### src/hdl/frame_coordinate_transform_macros.svh
// assertion macros shared by the frame coordinate transform modules
`ifndef FRAME_COORDINATE_TRANSFORM_MACROS_SVH
`define FRAME_COORDINATE_TRANSFORM_MACROS_SVH

// consequent must hold in the same cycle as the antecedent
`define FCT_ASSERT_SAME(label, ante, cons, msg) \
   label: assert property (@(posedge clock) disable iff (reset) (ante) |-> (cons)) \
      else $error(msg);

// consequent must hold in the cycle after the antecedent
`define FCT_ASSERT_NEXT(label, ante, cons, msg) \
   label: assert property (@(posedge clock) disable iff (reset) (ante) |=> (cons)) \
      else $error(msg);

`endif

### src/hdl/fct_pkg.sv
// shared types, constants and helpers for the frame coordinate transform
package fct_pkg;

   // number formats
   localparam int COORD_WIDTH     = 32;
   localparam int AXIS_BITS       = 18;
   localparam int AXIS_FRAC       = 16;
   localparam int AXIS_PACK_WIDTH = 3 * AXIS_BITS;
   localparam int OPND_WIDTH      = COORD_WIDTH + 1;
   localparam int PROD_WIDTH      = OPND_WIDTH + AXIS_BITS;
   localparam int DOT_WIDTH       = 2 * AXIS_BITS;
   localparam int SUM_WIDTH       = PROD_WIDTH + 2;
   localparam int ACC_WIDTH       = SUM_WIDTH - AXIS_FRAC + 1;
   localparam int TOL_WIDTH       = 16;
   localparam int CMD_WIDTH       = 3;
   localparam int OP_WIDTH        = 2;
   localparam int CSR_INDEX_WIDTH = 3;

   localparam int QUEUE_DEPTH_DEFAULT = 4;

   // command codes
   localparam logic [CMD_WIDTH-1:0] CMD_W2L_POINT  = 3'd0;
   localparam logic [CMD_WIDTH-1:0] CMD_L2W_POINT  = 3'd1;
   localparam logic [CMD_WIDTH-1:0] CMD_W2L_VECTOR = 3'd2;
   localparam logic [CMD_WIDTH-1:0] CMD_L2W_VECTOR = 3'd3;
   localparam logic [CMD_WIDTH-1:0] CMD_CHECK      = 3'd4;

   // operation classes handed from front to back
   localparam logic [OP_WIDTH-1:0] OP_NONE  = 2'd0;
   localparam logic [OP_WIDTH-1:0] OP_W2L   = 2'd1;
   localparam logic [OP_WIDTH-1:0] OP_L2W   = 2'd2;
   localparam logic [OP_WIDTH-1:0] OP_CHECK = 2'd3;

   // register indexes
   localparam logic [CSR_INDEX_WIDTH-1:0] REG_AXIS_X   = 3'd0;
   localparam logic [CSR_INDEX_WIDTH-1:0] REG_AXIS_Y   = 3'd1;
   localparam logic [CSR_INDEX_WIDTH-1:0] REG_AXIS_Z   = 3'd2;
   localparam logic [CSR_INDEX_WIDTH-1:0] REG_ORIGIN_X = 3'd3;
   localparam logic [CSR_INDEX_WIDTH-1:0] REG_ORIGIN_Y = 3'd4;
   localparam logic [CSR_INDEX_WIDTH-1:0] REG_ORIGIN_Z = 3'd5;
   localparam logic [CSR_INDEX_WIDTH-1:0] REG_TOL      = 3'd6;

   // register reset values: identity frame
   localparam logic [AXIS_PACK_WIDTH-1:0] AXIS_X_RESET =
      AXIS_PACK_WIDTH'(1) << AXIS_FRAC;
   localparam logic [AXIS_PACK_WIDTH-1:0] AXIS_Y_RESET =
      AXIS_PACK_WIDTH'(1) << (AXIS_FRAC + AXIS_BITS);
   localparam logic [AXIS_PACK_WIDTH-1:0] AXIS_Z_RESET =
      AXIS_PACK_WIDTH'(1) << (AXIS_FRAC + 2 * AXIS_BITS);
   localparam logic [TOL_WIDTH-1:0] TOL_RESET = 16'd64;

   typedef struct packed {
      logic [CMD_WIDTH-1:0]          cmd;
      logic signed [COORD_WIDTH-1:0] in_x;
      logic signed [COORD_WIDTH-1:0] in_y;
      logic signed [COORD_WIDTH-1:0] in_z;
   } req_type;

   typedef struct packed {
      logic signed [COORD_WIDTH-1:0] out_x;
      logic signed [COORD_WIDTH-1:0] out_y;
      logic signed [COORD_WIDTH-1:0] out_z;
      logic                          saturated;
      logic                          is_orthonormal;
   } rsp_type;

   typedef struct packed {
      logic [AXIS_PACK_WIDTH-1:0]    axis_x;
      logic [AXIS_PACK_WIDTH-1:0]    axis_y;
      logic [AXIS_PACK_WIDTH-1:0]    axis_z;
      logic signed [COORD_WIDTH-1:0] origin_x;
      logic signed [COORD_WIDTH-1:0] origin_y;
      logic signed [COORD_WIDTH-1:0] origin_z;
      logic [TOL_WIDTH-1:0]          tol;
   } cfg_type;

   // classified item waiting between front and back
   typedef struct packed {
      logic [OP_WIDTH-1:0]          op;
      logic                         add_origin;
      logic signed [OPND_WIDTH-1:0] opnd_x;
      logic signed [OPND_WIDTH-1:0] opnd_y;
      logic signed [OPND_WIDTH-1:0] opnd_z;
   } work_type;

   // one signed Q1.16 component of a packed axis
   function automatic logic signed [AXIS_BITS-1:0] axis_comp(
      input logic [AXIS_PACK_WIDTH-1:0] packed_axis,
      input logic [1:0]                 comp
   );
      axis_comp = $signed(packed_axis[AXIS_BITS * comp +: AXIS_BITS]);
   endfunction

endpackage

### src/hdl/fct_csr.sv
// configuration registers of the frame coordinate transform
module fct_csr (
   input  logic                                 clock,
   input  logic                                 reset,
   input  logic                                 csr_valid,
   output logic                                 csr_ready,
   input  logic [fct_pkg::CSR_INDEX_WIDTH-1:0]  csr_index,
   input  logic [fct_pkg::AXIS_PACK_WIDTH-1:0]  csr_wdata,
   output fct_pkg::cfg_type                     cfg
);
   import fct_pkg::*;

   cfg_type cfg_ff;
   cfg_type cfg_in;

   // writes are always taken
   assign csr_ready = 1'b1;
   assign cfg       = cfg_ff;

   // register write decode, unknown indexes ignored
   always_comb begin
      cfg_in = cfg_ff;
      if (csr_valid) begin
         case (csr_index)
            REG_AXIS_X:   cfg_in.axis_x   = csr_wdata;
            REG_AXIS_Y:   cfg_in.axis_y   = csr_wdata;
            REG_AXIS_Z:   cfg_in.axis_z   = csr_wdata;
            REG_ORIGIN_X: cfg_in.origin_x = $signed(csr_wdata[COORD_WIDTH-1:0]);
            REG_ORIGIN_Y: cfg_in.origin_y = $signed(csr_wdata[COORD_WIDTH-1:0]);
            REG_ORIGIN_Z: cfg_in.origin_z = $signed(csr_wdata[COORD_WIDTH-1:0]);
            REG_TOL:      cfg_in.tol      = csr_wdata[TOL_WIDTH-1:0];
            default:      cfg_in          = cfg_ff;
         endcase
      end
   end

   always_ff @(posedge clock) begin
      if (reset) begin
         cfg_ff <= '{axis_x:   AXIS_X_RESET,
                     axis_y:   AXIS_Y_RESET,
                     axis_z:   AXIS_Z_RESET,
                     origin_x: '0,
                     origin_y: '0,
                     origin_z: '0,
                     tol:      TOL_RESET};
      end else begin
         cfg_ff <= cfg_in;
      end
   end

endmodule

### config.mk
export PLATFORM = sky130hd
export DESIGN_NAME = fct_csr
export DESIGN_NICKNAME = d
export VERILOG_FILES = /design/src/hdl/frame_coordinate_transform_macros.svh /design/src/hdl/fct_pkg.sv /design/src/hdl/fct_csr.sv
export SDC_FILE = /design/constraint.sdc
export NUM_CORES = 1
export LEC_CHECK = 0
export ABC_AREA = 1
export BUFFER_PORTS_ARGS = -buffer_cell sky130_fd_sc_hd__buf_2
export CORE_MARGIN = 2
export CORE_UTILIZATION = 45
export CTS_BUF_LIST = sky130_fd_sc_hd__clkbuf_4 sky130_fd_sc_hd__clkbuf_8
export DETAILED_ROUTE_END_ITERATION = 12
export PLACE_DENSITY_LB_ADDON = 0.15
export SYNTH_ARGS = -nofsm -noshare
export SYNTH_HDL_FRONTEND = slang
export SYNTH_SLANG_ARGS = --single-unit
### constraint.sdc
create_clock -name clock -period 1.4 [get_ports clock]
set_input_delay 0.42 -clock clock [delete_from_list [all_inputs] [get_ports clock]]
set_output_delay 0.42 -clock clock [all_outputs]
set_load 0.05 [all_outputs]
==> flow_summary.json <==
{
  "grt_first_pass_wirelength_um": 58670,
  "wl_per_cell_um": 17.49,
  "status": "complete, but fails checks",
  "reg2regPathDepth": 4,
  "critical-path-top-delay-family": "flip-flops",
  "ant_nets": 0,
  "ios": 335,
  "fin_tns_setup_ns": -15.17,
  "die-area_um2": 25110,
  "route.detailed.drc": 0,
  "synthTopCellsByArea": "dfxtp_1, nor2_1, nand3_1",
  "finalCriticalPeriod_ns": 1.489,
  "crit_arrival_ns": 1.07,
  "rrSetupSlack_ns": 0.48,
  "post-dp-hpwl_um": 23110,
  "grt_usage": 0.2980,
  "die_h_um": 158.5,
  "finalWorstSetupSlack_ns": -0.08859,
  "rows": 56,
  "drive_above_1_share": 0.4005,
  "path_clk_slew_ns": 0.06,
  "numCtsBuffers": 47,
  "first_global_vias": 11060,
  "routed_via_density": 5.143,
  "startpoint": "cfg[124]",
  "most-common-layout-cells": "nor2_1, nand2_1, nand3_1, buf_8, dfxtp_2",
  "worst-path-buf-inv": 1,
  "routed_wl_um": 39450,
  "die_w_um": 158.5,
  "power_density_nw_per_um2": 1112,
  "hold_viol_final": 0,
  "yosysWarnings": 0,
  "relSlewSlack": 0.4976,
  "vias": 11600,
  "dp_slack_ns": -0.4252,
  "area_delta_synth_final_pct": 62.56,
  "core_area_um2": 23470,
  "placed_cells": 2154,
  "ir_drop_uv": 832.3,
  "cpPeakStageDelay_ns": 0.37,
  "r2r_end": "cfg[133]",
  "cp-end-kind": "primary output",
  "yosysSeqAreaShare": 0.5108,
  "multi_input_area_um2": 4594,
  "regArea_um2": 5863,
  "drv_slew": 0,
  "place_congestion": 0.8054,
  "final_common_cell": "nor2_1",
  "first_iter_violations": 837,
  "ys_ff_latch": 274,
  "root_buffer": "clkbuf_8",
  "synthesis.area_um2": 10740,
  "setup_viol_count_final": 274,
  "critical_path_class": "flip-flop to primary output",
  "rsz0062_at_grt": "true",
  "syn-num-nets": 1621,
  "crit_chain": "buf_8",
  "cts_sinks": 274,
  "syn_avg_cell_area_um2": 6.879,
  "fmax_mhz": 671.8,
  "finClkSkew_ns": 0,
  "fin_total_pwr_mw": 19.40,
  "grt_overflow": 0,
  "synth_area_leader_cell": "dfxtp_1",
  "yosys.area.top_type_share": 0.5108,
  "nets": 1965,
  "drt_first_pass_iters": 5,
  "hold_path.class": "input port to flip-flop",
  "ctsHtreeMaxLevel": 2,
  "max-clock-path-buffers": 3,
  "crit_path_end": "cfg[124]",
  "maxCapViolations": 0,
  "worst_pin_slew_ns": 0.7528,
  "power_leakage_nw": 7.813,
  "slowest_stage": "dfxtp_2",
  "worstSkewPairLatency_ns": 0.53,
  "finalCritPeriodShare": 1.063,
  "stdcell_count": 2255,
  "synth_cell_type_count": 13,
  "synthCells": 1561,
  "worstSetupStartpointType": "flip-flop",
  "start_util": 0.4575,
  "r2r-start": "cfg[133]",
  "largest_reg_flops": 274,
  "cp_max_fo": 2,
  "antenna_found_initial": 1,
  "crit_cells": 1,
  "cp_data_required_time_ns": 0.98,
  "cts_tree": "built",
  "grt_max_degree": 79,
  "violations": "setup timing",
  "fillers": 1661,
  "portBuffers": 333
}
## metrics by stage
step / hold WS (ns) / instance area, um2 / utilization
final: 0.1093 / 17460 / 0.7437
after global routing: 0.1094 / 17460 / 0.7437
after CTS: 0.07355 / 17110 / 0.7289
after detailed placement: 0.4604 / 13210 / 0.5628
after global placement: 0.4536 / 13210 / 0.5628
after floorplan: 0.5332 / 10740 / -
## layer usage
metal  global-route usage  vias up  share of wire
li1                     -     5522              -
met1               0.3410     5444           0.38
met2               0.5130      519           0.50
met3              0.07921      112          0.080
met4               0.1510        0          0.044
met5                    0        -              0
## final cells by class
type / count / area share
flip-flops and latches: 274 / 0.3359
repair buffers: 408 / 0.3076
multi-input cells: 1113 / 0.2632
clock buffers: 77 / 0.05605
well taps: 319 / 0.02287
inverters: 61 / 0.01355
clock inverters: 2 / 0.0007168
diodes: 1 / 0.0001434
## timing repair
| action | 4_1_cts | 5_1_grt |
|---|---|---|
| setup buffers | 7 | 14 |
| endpoints found under the setup margin | 274 | 282 |
| resized for setup | 1035 | 68 |
| hold buffers | 0 | 0 |
## cell usage after synthesis (all sizes together)
cell and n:
inv 61, dfxtp 274, nand3 274, o21ai 1, nand2 286, buf 60
clkbuf 53, nor2 551, conb 1
## tightest hold or removal path: stages
cell     delay, ns
buf_2         0.09
nand2_1       0.06
nand3_1       0.06
## report_power, final
group	total, mW	leakage (nW)	switching (mW)	internal, mW
Clock	7.56	0.524	3.19	4.37
Sequential	8.38	2.35	0.268	8.11
Combinational	3.46	4.93	2.16	1.30
## cells by family (layout without fill, tap and decap cells)
| logic type | after synthesis | in the layout | share of synthesized area |
|---|---|---|---|
| AOI/OAI and AO/OA | 1 | 1 | 0.0004656 |
| other | 1 | 2 | 0.0003492 |
| and+or+nand+nor | 1111 | 1111 | 0.4210 |
| buffers and inverters | 174 | 548 | 0.06735 |
| DFF | 274 | 274 | 0.5108 |
## how the worst min path moves through the flow
stage                  start  endpoint  slack [ns]  cells past startpoint
2_1_floorplan  csr_wdata[52]  cfg[164]        0.53                      2
4_1_cts        csr_wdata[34]  cfg[200]        0.07                      3
5_1_grt        csr_wdata[34]  cfg[200]        0.11                      3
3_3_place_gp        cfg[236]  cfg[236]        0.45                      2
3_5_place_dp        cfg[236]  cfg[236]        0.46                      2
6_report       csr_wdata[34]  cfg[200]        0.11                      3
(Power assumes the default switching activity.)
