**src/hdl/frame_coordinate_transform_macros.svh**
```systemverilog
// assertion macros shared by the frame coordinate transform modules
`ifndef FRAME_COORDINATE_TRANSFORM_MACROS_SVH
`define FRAME_COORDINATE_TRANSFORM_MACROS_SVH

// consequent must hold in the same cycle as the antecedent
`define FCT_ASSERT_SAME(label, ante, cons, msg) \
   label: assert property (@(posedge clock) disable iff (reset) (ante) |-> (cons)) \
      else $error(msg);

// consequent must hold in the cycle after the antecedent
`define FCT_ASSERT_NEXT(label, ante, cons, msg) \
   label: assert property (@(posedge clock) disable iff (reset) (ante) |=> (cons)) \
      else $error(msg);

`endif

```
**src/hdl/fct_pkg.sv**
```systemverilog
// shared types, constants and helpers for the frame coordinate transform
package fct_pkg;

   // number formats
   localparam int COORD_WIDTH     = 32;
   localparam int AXIS_BITS       = 18;
   localparam int AXIS_FRAC       = 16;
   localparam int AXIS_PACK_WIDTH = 3 * AXIS_BITS;
   localparam int OPND_WIDTH      = COORD_WIDTH + 1;
   localparam int PROD_WIDTH      = OPND_WIDTH + AXIS_BITS;
   localparam int DOT_WIDTH       = 2 * AXIS_BITS;
   localparam int SUM_WIDTH       = PROD_WIDTH + 2;
   localparam int ACC_WIDTH       = SUM_WIDTH - AXIS_FRAC + 1;
   localparam int TOL_WIDTH       = 16;
   localparam int CMD_WIDTH       = 3;
   localparam int OP_WIDTH        = 2;
   localparam int CSR_INDEX_WIDTH = 3;

   localparam int QUEUE_DEPTH_DEFAULT = 4;

   // command codes
   localparam logic [CMD_WIDTH-1:0] CMD_W2L_POINT  = 3'd0;
   localparam logic [CMD_WIDTH-1:0] CMD_L2W_POINT  = 3'd1;
   localparam logic [CMD_WIDTH-1:0] CMD_W2L_VECTOR = 3'd2;
   localparam logic [CMD_WIDTH-1:0] CMD_L2W_VECTOR = 3'd3;
   localparam logic [CMD_WIDTH-1:0] CMD_CHECK      = 3'd4;

   // operation classes handed from front to back
   localparam logic [OP_WIDTH-1:0] OP_NONE  = 2'd0;
   localparam logic [OP_WIDTH-1:0] OP_W2L   = 2'd1;
   localparam logic [OP_WIDTH-1:0] OP_L2W   = 2'd2;
   localparam logic [OP_WIDTH-1:0] OP_CHECK = 2'd3;

   // register indexes
   localparam logic [CSR_INDEX_WIDTH-1:0] REG_AXIS_X   = 3'd0;
   localparam logic [CSR_INDEX_WIDTH-1:0] REG_AXIS_Y   = 3'd1;
   localparam logic [CSR_INDEX_WIDTH-1:0] REG_AXIS_Z   = 3'd2;
   localparam logic [CSR_INDEX_WIDTH-1:0] REG_ORIGIN_X = 3'd3;
   localparam logic [CSR_INDEX_WIDTH-1:0] REG_ORIGIN_Y = 3'd4;
   localparam logic [CSR_INDEX_WIDTH-1:0] REG_ORIGIN_Z = 3'd5;
   localparam logic [CSR_INDEX_WIDTH-1:0] REG_TOL      = 3'd6;

   // register reset values: identity frame
   localparam logic [AXIS_PACK_WIDTH-1:0] AXIS_X_RESET =
      AXIS_PACK_WIDTH'(1) << AXIS_FRAC;
   localparam logic [AXIS_PACK_WIDTH-1:0] AXIS_Y_RESET =
      AXIS_PACK_WIDTH'(1) << (AXIS_FRAC + AXIS_BITS);
   localparam logic [AXIS_PACK_WIDTH-1:0] AXIS_Z_RESET =
      AXIS_PACK_WIDTH'(1) << (AXIS_FRAC + 2 * AXIS_BITS);
   localparam logic [TOL_WIDTH-1:0] TOL_RESET = 16'd64;

   typedef struct packed {
      logic [CMD_WIDTH-1:0]          cmd;
      logic signed [COORD_WIDTH-1:0] in_x;
      logic signed [COORD_WIDTH-1:0] in_y;
      logic signed [COORD_WIDTH-1:0] in_z;
   } req_type;

   typedef struct packed {
      logic signed [COORD_WIDTH-1:0] out_x;
      logic signed [COORD_WIDTH-1:0] out_y;
      logic signed [COORD_WIDTH-1:0] out_z;
      logic                          saturated;
      logic                          is_orthonormal;
   } rsp_type;

   typedef struct packed {
      logic [AXIS_PACK_WIDTH-1:0]    axis_x;
      logic [AXIS_PACK_WIDTH-1:0]    axis_y;
      logic [AXIS_PACK_WIDTH-1:0]    axis_z;
      logic signed [COORD_WIDTH-1:0] origin_x;
      logic signed [COORD_WIDTH-1:0] origin_y;
      logic signed [COORD_WIDTH-1:0] origin_z;
      logic [TOL_WIDTH-1:0]          tol;
   } cfg_type;

   // classified item waiting between front and back
   typedef struct packed {
      logic [OP_WIDTH-1:0]          op;
      logic                         add_origin;
      logic signed [OPND_WIDTH-1:0] opnd_x;
      logic signed [OPND_WIDTH-1:0] opnd_y;
      logic signed [OPND_WIDTH-1:0] opnd_z;
   } work_type;

   // one signed Q1.16 component of a packed axis
   function automatic logic signed [AXIS_BITS-1:0] axis_comp(
      input logic [AXIS_PACK_WIDTH-1:0] packed_axis,
      input logic [1:0]                 comp
   );
      axis_comp = $signed(packed_axis[AXIS_BITS * comp +: AXIS_BITS]);
   endfunction

endpackage

```
**src/hdl/fct_front.sv**
```systemverilog
// front end: accepts request words, classifies the command, removes the origin from world-to-local points
module fct_front (
   input  logic                clock,
   input  logic                reset,
   input  logic                req_valid,
   output logic                req_stall,
   input  fct_pkg::req_type    req_data,
   input  fct_pkg::cfg_type    cfg,
   input  logic                work_full,
   output logic                work_valid,
   output fct_pkg::work_type   work_data
);
   import fct_pkg::*;

   logic     f_valid_ff;
   logic     f_valid_in;
   work_type f_data_ff;
   work_type f_data_in;
   logic     take;

   // stall only while holding a word the queue cannot take
   assign req_stall  = f_valid_ff && work_full;
   assign take       = req_valid && !req_stall;
   assign work_valid = f_valid_ff;
   assign work_data  = f_data_ff;

   // classify the command and form the multiplier operands
   always_comb begin
      f_data_in            = f_data_ff;
      if (take) begin
         f_data_in.add_origin = 1'b0;
         f_data_in.opnd_x     = OPND_WIDTH'($signed(req_data.in_x));
         f_data_in.opnd_y     = OPND_WIDTH'($signed(req_data.in_y));
         f_data_in.opnd_z     = OPND_WIDTH'($signed(req_data.in_z));
         case (req_data.cmd)
            CMD_W2L_POINT: begin
               f_data_in.op     = OP_W2L;
               f_data_in.opnd_x = OPND_WIDTH'($signed(req_data.in_x))
                                - OPND_WIDTH'($signed(cfg.origin_x));
               f_data_in.opnd_y = OPND_WIDTH'($signed(req_data.in_y))
                                - OPND_WIDTH'($signed(cfg.origin_y));
               f_data_in.opnd_z = OPND_WIDTH'($signed(req_data.in_z))
                                - OPND_WIDTH'($signed(cfg.origin_z));
            end
            CMD_W2L_VECTOR: begin
               f_data_in.op = OP_W2L;
            end
            CMD_L2W_POINT: begin
               f_data_in.op         = OP_L2W;
               f_data_in.add_origin = 1'b1;
            end
            CMD_L2W_VECTOR: begin
               f_data_in.op = OP_L2W;
            end
            CMD_CHECK: begin
               f_data_in.op     = OP_CHECK;
               f_data_in.opnd_x = '0;
               f_data_in.opnd_y = '0;
               f_data_in.opnd_z = '0;
            end
            default: begin
               f_data_in.op     = OP_NONE;
               f_data_in.opnd_x = '0;
               f_data_in.opnd_y = '0;
               f_data_in.opnd_z = '0;
            end
         endcase
      end
   end

   // holding register valid
   always_comb begin
      if (take) begin
         f_valid_in = 1'b1;
      end else if (!work_full) begin
         f_valid_in = 1'b0;
      end else begin
         f_valid_in = f_valid_ff;
      end
   end

   always_ff @(posedge clock) begin
      if (reset) begin
         f_valid_ff <= 1'b0;
      end else begin
         f_valid_ff <= f_valid_in;
      end
   end

   always_ff @(posedge clock) begin
      f_data_ff <= f_data_in;
   end

endmodule

```
**config.mk**
```make
export PLATFORM = sky130hd
export DESIGN_NAME = fct_front
export DESIGN_NICKNAME = d
export VERILOG_FILES = /design/src/hdl/frame_coordinate_transform_macros.svh /design/src/hdl/fct_pkg.sv /design/src/hdl/fct_front.sv
export SDC_FILE = /design/constraint.sdc
export NUM_CORES = 1
export LEC_CHECK = 0
export BUFFER_PORTS_ARGS = -buffer_cell sky130_fd_sc_hd__clkbuf_2
export CORE_AREA = 2 2 188 190
export CTS_CLUSTER_SIZE = 25
export DETAILED_ROUTE_END_ITERATION = 7
export DIE_AREA = 0 0 190 192
export GPL_ROUTABILITY_DRIVEN = 0
export PLACE_DENSITY = 0.55
export SYNTH_ARGS = -nofsm -noshare
export SYNTH_HDL_FRONTEND = slang
export SYNTH_SLANG_ARGS = --single-unit
```
**constraint.sdc**
```tcl
create_clock -name clock -period 13.91 [get_ports clock]
set_clock_uncertainty 0.2 [all_clocks]
set_input_delay 0.6955 -clock clock [delete_from_list [all_inputs] [get_ports clock]]
set_output_delay 0.6955 -clock clock [all_outputs]
set_load 0.01 [all_outputs]
```
==> run metrics, run 1 <==
PnR worst setup slack=10.40 ns; final setup fails=0; met1 usage=0.229; peak-usage layer in the global routing report=met2; NumNets Final=1919; CTS resizes=0; placed cell count=1887; worst flop-to-flop path startpoint=work_valid; hold path cells=2; PwrDens=86.5 nW/µm²; H-tree lvl count=3; prevailing post-synth register cell=edfxtp_1; Final Non-Filler Cells=1905; drt pass-1 iters=5; RSZ-0062 raised after global routing=false; slew of the pin with the lowest slew margin=0.820 ns; chip height=192 µm; routed wire length per instance=16.7 µm; gr usage total=0.172; Clock Latency Late Sink=0.37 ns; via count=9413; Mapped Area=9670 µm²; fin area=12000 µm²; status=complete, no violations; largest net degree at the start of global routing=68; DP HPWL=25.5 mm; per-instance average area after synthesis=8.30 µm²; min-delay worst type=primary input to flop; PortBufs=302; Multi-input gate area=5970 µm²; Filler Cells Inserted=3605; Rows=68; clk sink count=103; worst relative slew slack=0.453; Synthesized Nets=1641; Max-cap violations=0; Worst Path Required=13.82 ns; post-DR vias/cell=4.94; met2 Use GR=0.265; maximum VDD drop=0.0609 mV; post-synth top area cell=edfxtp_1; worst-path fanout max=4; path depth of the worst reg2reg path=4; Hold Crit Endpoint=work_valid; Yosys top cell area share=0.317; DP Area=11600 µm²; Post-synth EDFFs=102; R2R Setup Slk=11.35 ns; clock tree buffer depth=2; endpoints failing hold=0; grt total ovfl=0; drt total wl=31.9 mm; Layout Area Growth over Synthesis=23.8%; most frequent cells in the layout=clkbuf_2 (302), nand2_1 (147), inv_1 (123); die area=36500 µm²; count of different cell masters after synthesis=75; global-route wire length before repair=49.0 mm; fin crit share=0.252; fmax=0.285 GHz; clock-pin slew on the worst setup and hold paths=0.08 ns; core area=34300 µm²; TritonCTS clock tree=done; fin crit period=3.51 ns; layout cells sized above 1=0.238; fin. max-slew vios=0; initial antenna violation count=6; #FFs+latches synth=103; Die X-Extent=190 µm; TritonCTS Buffers=9; most common cell after layout, fill and taps aside=clkbuf_2; top cells by area, synth=edfxtp_1 (32%), ha_1 (12%), o21ai_0 (5.7%), nand2_1 (5.7%), a21oi_1 (5.1%); drt initial violations=484; Sequential Area=3080 µm²; Worst Path Arrival=3.41 ns; final antenna-violating net count=0; Hold Crit Start=reset; leakage=5.66 nW; RR Endpoint=work_data[72]; Root Driver=clkbuf_16; CTS Hold Bufs=0; Gate Count Post-Synth=1165; Crit. End Element=flop; I/O pin count=481; Place WS=10.00 ns; Initial Util=0.282; vias in the first global route=9279; Residual DRC=0; Synth warnings=0; Async SR Flop Fraction=0; met3 Track Usage GR=0.0594; Final TNS setup=0 ns; crit start category=primary input; Post-CTS Setup Bufs=0; Crit Path Class=primary input to flop; register area share after synthesis=0.319
==> cell usage after synthesis, types with 3 or more instances <==
cell type	n
nand2_1	147
inv_1	123
o21ai_0	111
edfxtp_1	102
a21oi_1	98
ha_1	96
nor2_1	58
a21o_1	40
xnor2_1	40
clkbuf_1	32
xor2_1	28
nand3_1	25
nand2b_1	20
nor3_1	19
nand4_1	18
o21bai_1	17
o211ai_1	13
o21a_1	12
a31oi_1	11
o21ai_1	11
and2_1	10
nor2b_1	10
o31ai_1	10
a32o_1	8
and3_1	8
a22o_1	6
a211oi_1	5
o31a_1	5
a21boi_0	4
a31o_2	4
buf_1	4
buf_2	4
o2111ai_1	4
or3_1	4
a211o_1	3
a311oi_1	3
fa_1	3
nor3b_1	3
==> where the power goes <==
group	total (W)	leakage [nW]	switching (W)	internal [W]
Combinational	0.000368	4.48	0.000217	0.000151
Sequential	0.000380	1.03	0.00000707	0.000373
Clock	0.000288	0.153	0.000136	0.000152
Total	0.00104	5.66	0.000360	0.000675
==> worst max-delay path by stage <==
stage | startpoint | endpoint | slack, ns
floorplan | work_full | work_data[0] | 7.72
global placement | req_data[0] | work_data[32] | 9.98
detailed placement | req_data[0] | work_data[32] | 10.00
CTS | req_data[0] | work_data[32] | 10.41
global route | req_data[32] | work_data[63] | 10.24
finish | req_data[0] | work_data[32] | 10.40
==> metrics by stage <==
| stage | hold WS [ns] | total power (W) | utilization |
|---|---|---|---|
| after floorplan | 0.480 | 0.000633 | - |
| final | 0.271 | 0.00104 | 0.349 |
| after detailed placement | 0.467 | 0.000754 | 0.340 |
| after global placement | 0.445 | 0.000751 | 0.340 |
| after CTS | 0.245 | 0.00105 | 0.349 |
| after global routing | 0.254 | 0.00110 | 0.349 |
==> sequential cells by signal, summed over array words and instances (netlist names) <==
| signal | flops |
|---|---|
| work_data | 102 |
| work_valid | 1 |
==> cell families (layout without fill, tap and decap cells) <==
| logic type | count (synthesis) | in the layout | synth area share |
|---|---|---|---|
| flip-flops | 103 | 103 | 0.319 |
| AND/OR/NAND/NOR | 336 | 336 | 0.162 |
| multiplexers | 3 | 3 | 0.00324 |
| AO/OA/AOI/OAI | 391 | 391 | 0.258 |
| buffers and inverters | 165 | 448 | 0.0658 |
| other | 0 | 2 | 0 |
| XOR/XNOR | 68 | 68 | 0.0616 |
| adder cells (fa/ha/maj) | 99 | 99 | 0.130 |
==> area by class of cell <==
class | instances | area share
antenna | 2 | 0.000418
clock buffer | 11 | 0.0211
clock inverter | 5 | 0.00533
inverter | 123 | 0.0386
multi-input combinational | 897 | 0.499
sequential | 103 | 0.258
tap | 455 | 0.0476
timing repair buffer | 309 | 0.131
==> worst max-delay path, stage by stage <==
cell and delay, ns:
clkbuf_2 0.09, inv_1 0.04, ha_1 0.21, fa_1 0.39, nand2b_1 0.20, a21oi_1 0.32, o21ai_1 0.17, a21oi_1 0.30
a221oi_2 0.16, o221ai_1 0.29, nor4bb_1 0.44, o31ai_1 0.10
==> per-layer routing <==
metal  vias to the layer above  share of wire
met3                        41          0.097
met1                      4280           0.47
li1                       4761              -
met4                         6          0.015
met2                       325           0.42
met5                         -        0.00097
Note: power is estimated with default switching activity, not from simulation.
==> run 2, diff against run 1 <==
==> constraint.sdc (replaced) <==
create_clock -name clock -period 3.6 [get_ports clock]
set_clock_uncertainty 0.2 [all_clocks]
set_input_delay 0.18 -clock clock [delete_from_list [all_inputs] [get_ports clock]]
set_output_delay 0.18 -clock clock [all_outputs]
set_load 0.01 [all_outputs]
==> run 2 against run 1 <==
Non-clock buffer count increased by 102. Flip-flop and latch count unchanged. Sequential power rose to 3.9 times the previous value. Register-to-register slack got worse by 9.6 ns. Cell count rose by 5.4%. First-iteration DRC count is 12% lower. Critical path type unchanged. Largest cell class unchanged. Largest power group is now combinational logic.
==> run metrics, run 2 (synthesis gave the netlist of run 1 again) <==
status=complete, no violations; clock tree buffer depth=2; Clock Power Share=0.275; Int Pwr=0.00271 W; largest net degree at the start of global routing=52; Tot Pwr=0.00413 W; Multi-input gate area=5980 µm²; DP HPWL=25.9 mm; leakage=6.11 nW; Crit. End Element=flop; drt pass-1 iters=5; via count=10031; Initial Util=0.282; switch share=0.344; Filler Cells Inserted=3545; Layout Area Growth over Synthesis=34.7%; PortBufs=302; most common cell after layout, fill and taps aside=clkbuf_2; vias in the first global route=9973; hold path cells=3; drt total wl=33.1 mm; H-tree lvl count=3; cell family with most CP delay=compound AO/OA/AOI/OAI gates; drt initial violations=424; Worst Path Arrival=3.33 ns; most frequent cells in the layout=clkbuf_2 (302), nand2_1 (147), inv_1 (123); initial antenna violation count=6; fin crit share=0.953; slew of the pin with the lowest slew margin=1.04 ns; Bufs and invs on worst path=3; R2R Setup Slk=1.72 ns; gr usage total=0.179; Sequential Area=3080 µm²; Residual DRC=0; global-route wire length before repair=51.2 mm; crit start category=primary input; RR Endpoint=work_data[39]; PwrDens=317 nW/µm²; Max stage delay on crit path=0.52 ns; post-DR vias/cell=5.00; layout cells sized above 1=0.224; CP Cell Sequence=dlygate4sd3_1 -> clkbuf_2 -> inv_1 -> ha_1 -> fa_1 -> nand2b_1 -> a21oi_1 -> o21ai_1 -> a21oi_1 -> a221oi_2 -> o221ai_1 -> nor4bb_1 -> o31ai_1; Psw=0.00142 W; chip height=192 µm; Hold Crit Endpoint=work_data[33]; Hold Crit Start=cfg[48]; fmax=0.291 GHz; grt total ovfl=0; Clock Latency Late Sink=0.37 ns; clk sink count=103; I/O pin count=481; Util after Layout=0.380; endpoints failing hold=0; die area=36500 µm²; final setup fails=0; routed wire length per instance=16.5 µm; fin. max-slew vios=0; core area=34300 µm²; CP max stage cell=dlygate4sd3_1; Final Non-Filler Cells=2008; Comb pwr share=0.369; Final TNS setup=0 ns; TritonCTS Buffers=9; max reg flops=102; maximum VDD drop=0.208 mV; Max-cap violations=0; min-delay worst type=primary input to flop; path depth of the worst reg2reg path=3; Die X-Extent=190 µm; Root Driver=clkbuf_16; fin crit period=3.43 ns; clock-pin slew on the worst setup and hold paths=0.08 ns; NumNets Final=2021; worst-path fanout max=4; worst relative slew slack=0.307; Worst Path Required=3.50 ns; TritonCTS clock tree=done; Crit path top cell by count=a21oi_1; RSZ-0062 raised after global routing=false; Reg power frac=0.356; Crit Path Class=primary input to flop; final antenna-violating net count=0; worst flop-to-flop path startpoint=work_valid; Rows=68; placed cell count=1889
run 2: worst min-delay path, delay by kind of cell:
| kind | cells | cell delay, ns |
|---|---|---|
| AO/OA/AOI/OAI | 1 | 0.08 |
| adder cells (fa/ha/maj) | 1 | 0.10 |
| buffers and inverters | 1 | 0.08 |
run 2: area by class of cell:
type | instances | area share
inverter | 123 | 0.0355
timing repair buffer | 411 | 0.200
clock inverter | 7 | 0.00730
tap | 455 | 0.0437
sequential | 103 | 0.237
antenna | 3 | 0.000576
clock buffer | 9 | 0.0173
multi-input combinational | 897 | 0.459
run 2: metrics by stage:
step | setup slack, ns | area [µm²] | hold slack [ns]
2_1_floorplan | 0.899 | 9670 | 0.0524
3_3_place_gp | 0.326 | 11700 | 0.143
3_5_place_dp | 0.281 | 11700 | 0.146
4_1_cts | 0.172 | 13000 | 0.0369
5_1_grt | 0.0112 | 13000 | 0.0517
6_report | 0.168 | 13000 | 0.0503
run 2: layer usage:
layer,vias to the layer above,GRT usage,part of all wire
met2,350,0.282,0.43
met4,6,0.0632,0.024
met3,50,0.0470,0.080
met1,4658,0.236,0.47
li1,4967,-,-
met5,-,0,0.0010
run 2: power by group through the flow:
stage	clock network, W	logic, W	registers, W
final	0.00114	0.00152	0.00147
after CTS	0.00118	0.00152	0.00147
after floorplan	0	0.000893	0.00155
after detailed placement	0	0.00142	0.00149
after global routing	0.00121	0.00170	0.00148
after global placement	0	0.00142	0.00149
run 2: timing repair:
item,in CTS,in global routing
hold buffers,100,0
endpoints found under the setup margin,0,1
hold endpoints to repair,102,0
gates resized for setup,0,1
buffers inserted,0,0
run 2: how the worst max path moves through the flow:
stage | start | end | slack (ns) | cells past startpoint
global route | req_data[0] | work_data[32] | 0.01 | 13
CTS | req_data[0] | work_data[32] | 0.17 | 13
floorplan | req_data[64] | work_data[96] | 0.90 | 11
detailed placement | req_data[0] | work_data[32] | 0.28 | 12
finish | req_data[0] | work_data[32] | 0.17 | 13
global placement | req_data[0] | work_data[32] | 0.33 | 12
==> run 3, diff against run 2 <==
--- a/config.mk
+++ b/config.mk
@@ -5,13 +5,17 @@
 export SDC_FILE = /design/constraint.sdc
 export NUM_CORES = 1
 export LEC_CHECK = 0
+export ABC_CLOCK_PERIOD_IN_PS = 3600
 export BUFFER_PORTS_ARGS = -buffer_cell sky130_fd_sc_hd__clkbuf_2
-export CORE_AREA = 2 2 188 190
+export CELL_PAD_IN_SITES_DETAIL_PLACEMENT = 1
+export CELL_PAD_IN_SITES_GLOBAL_PLACEMENT = 2
+export CORE_MARGIN = 1
+export CORE_UTILIZATION = 25
+export CTS_CLUSTER_DIAMETER = 50
 export CTS_CLUSTER_SIZE = 25
 export DETAILED_ROUTE_END_ITERATION = 7
-export DIE_AREA = 0 0 190 192
 export GPL_ROUTABILITY_DRIVEN = 0
-export PLACE_DENSITY = 0.55
+export PLACE_DENSITY = 0.82
 export SYNTH_ARGS = -nofsm -noshare
 export SYNTH_HDL_FRONTEND = slang
 export SYNTH_SLANG_ARGS = --single-unit
==> run 3 against run 2 <==
Routed wire length up 10%. Sequential share of layout area down 0.18 points. Total power up 0.73%. Flip-flop and latch count unchanged. Clock power about the same. Maximum frequency down 0.47%. Sequential power about the same. Worst setup slack worse by 0.016 ns. Cell count up 2.8%. Core utilization down 3.3 points. Combinational power up 3%. Die area up 8.1%. Largest cell class unchanged. Largest power group unchanged.
==> run metrics, run 3 (synthesis gave the netlist of run 1 again) <==
status=complete, no violations; Rows=71; maximum VDD drop=0.223 mV; final antenna-violating net count=0; fin crit period=3.45 ns; global-route wire length before repair=56.5 mm; R2R Setup Slk=1.94 ns; clock-pin slew on the worst setup and hold paths=0.08 ns; layout cells sized above 1=0.224; Max-cap violations=0; Crit Path Class=primary input to flop; Root Driver=clkbuf_16; TritonCTS Buffers=9; CP max stage cell=dlygate4sd3_1; met3 Track Usage GR=0.0563; Post-CTS Setup Bufs=0; drt total wl=36.5 mm; clock tree buffer depth=2; clk sink count=103; fin. max-slew vios=0; core area=37800 µm²; fmax=0.290 GHz; RSZ-0062 raised after global routing=false; PnR worst setup slack=0.152 ns; initial antenna violation count=8; Initial Util=0.255; placed cell count=1945; largest net degree at the start of global routing=58; Psw=0.00145 W; Comb pwr share=0.375; worst relative slew slack=0.412; vias in the first global route=10727; worst flop-to-flop path startpoint=work_valid; PortBufs=302; die area=39500 µm²; most frequent cells in the layout=clkbuf_2 (302), nand2_1 (147), inv_1 (123); Crit path top cell by count=a21oi_1; chip height=199 µm; Bufs and invs on worst path=3; NumNets Final=2020; Clock Power Share=0.271; H-tree lvl count=3; Layout Area Growth over Synthesis=35.8%; drt pass-1 iters=4; Hold Crit Start=req_data[86]; Worst Path Required=3.52 ns; min-delay worst type=primary input to flop; gr usage total=0.183; Final TNS setup=0 ns; switch share=0.348; DP HPWL=28.3 mm; met1 usage=0.229; DP Area=11800 µm²; Max stage delay on crit path=0.53 ns; met2 Use GR=0.308; Place WS=0.277 ns; cell family with most CP delay=compound AO/OA/AOI/OAI gates; CP Cell Sequence=dlygate4sd3_1 -> clkbuf_2 -> inv_1 -> ha_1 -> fa_1 -> nand2b_1 -> a21oi_1 -> o21ai_1 -> a21oi_1 -> a221oi_2 -> o221ai_1 -> nor4bb_2 -> o31ai_1; Final Non-Filler Cells=2065; Residual DRC=0; leakage=6.11 nW; post-DR vias/cell=4.84; routed wire length per instance=17.7 µm; worst-path fanout max=4; via count=10001; Worst Path Arrival=3.36 ns; PwrDens=317 nW/µm²; drt initial violations=361; Reg power frac=0.353; slew of the pin with the lowest slew margin=0.882 ns; endpoints failing hold=0; I/O pin count=481; Crit. End Element=flop; Util after Layout=0.347; most common cell after layout, fill and taps aside=clkbuf_2; final setup fails=0; grt total ovfl=0; Clock Latency Late Sink=0.36 ns; Int Pwr=0.00271 W; Crit. Startpoint=req_data[0]; peak-usage layer in the global routing report=met2; TritonCTS clock tree=done; fin area=13100 µm²; crit start category=primary input; max reg flops=102; Die X-Extent=199 µm; fin crit share=0.958
[run 3: tightest hold or removal path, cell delays in order]
cell	delay [ns]
clkbuf_2	0.10
nand2_1	0.04
o21ai_0	0.13
[run 3: routing by layer]
metal / share of wire / vias up
met2: 0.45 / 264
li1: - / 4969
met4: 0.014 / 6
met5: 0.0013 / -
met1: 0.46 / 4723
met3: 0.069 / 39
[run 3: timing repair]
item,in CTS,in global routing
endpoints found under the setup margin,0,7
endpoints found under the hold margin,100,0
resized for setup,0,3
hold buffers,99,0
[run 3: worst paths after layout]
path,to,cells past startpoint
hold reg to reg,work_data[55],3
setup / recovery,work_data[32],13
setup reg to reg,work_data[88],3
hold / removal,work_data[88],3
[run 3: cell type report]
| type | count | area, µm² |
|---|---|---|
| multi-input combinational | 897 | 6000 |
| clock buffer | 10 | 229 |
| tap | 511 | 639 |
| timing repair buffer | 410 | 2620 |
| sequential | 103 | 3080 |
| fill | 4636 | 24700 |
| antenna | 5 | 12.5 |
| inverter | 123 | 462 |
| clock inverter | 6 | 83.8 |
[run 3: power by group through the flow]
stage / Sequential (W) / Combinational, W / Clock (W)
6_report: 0.00147 / 0.00156 / 0.00113
2_1_floorplan: 0.00155 / 0.000893 / 0
4_1_cts: 0.00147 / 0.00156 / 0.00117
5_1_grt: 0.00148 / 0.00174 / 0.00120
3_3_place_gp: 0.00149 / 0.00144 / 0
3_5_place_dp: 0.00150 / 0.00146 / 0
[run 3: metrics by stage]
step / total power [W] / hold slack, ns
floorplan: 0.00244 / 0.0524
global placement: 0.00293 / 0.143
detailed placement: 0.00295 / 0.145
CTS: 0.00420 / 0.00207
global route: 0.00441 / 0.0303
finish: 0.00416 / 0.0184
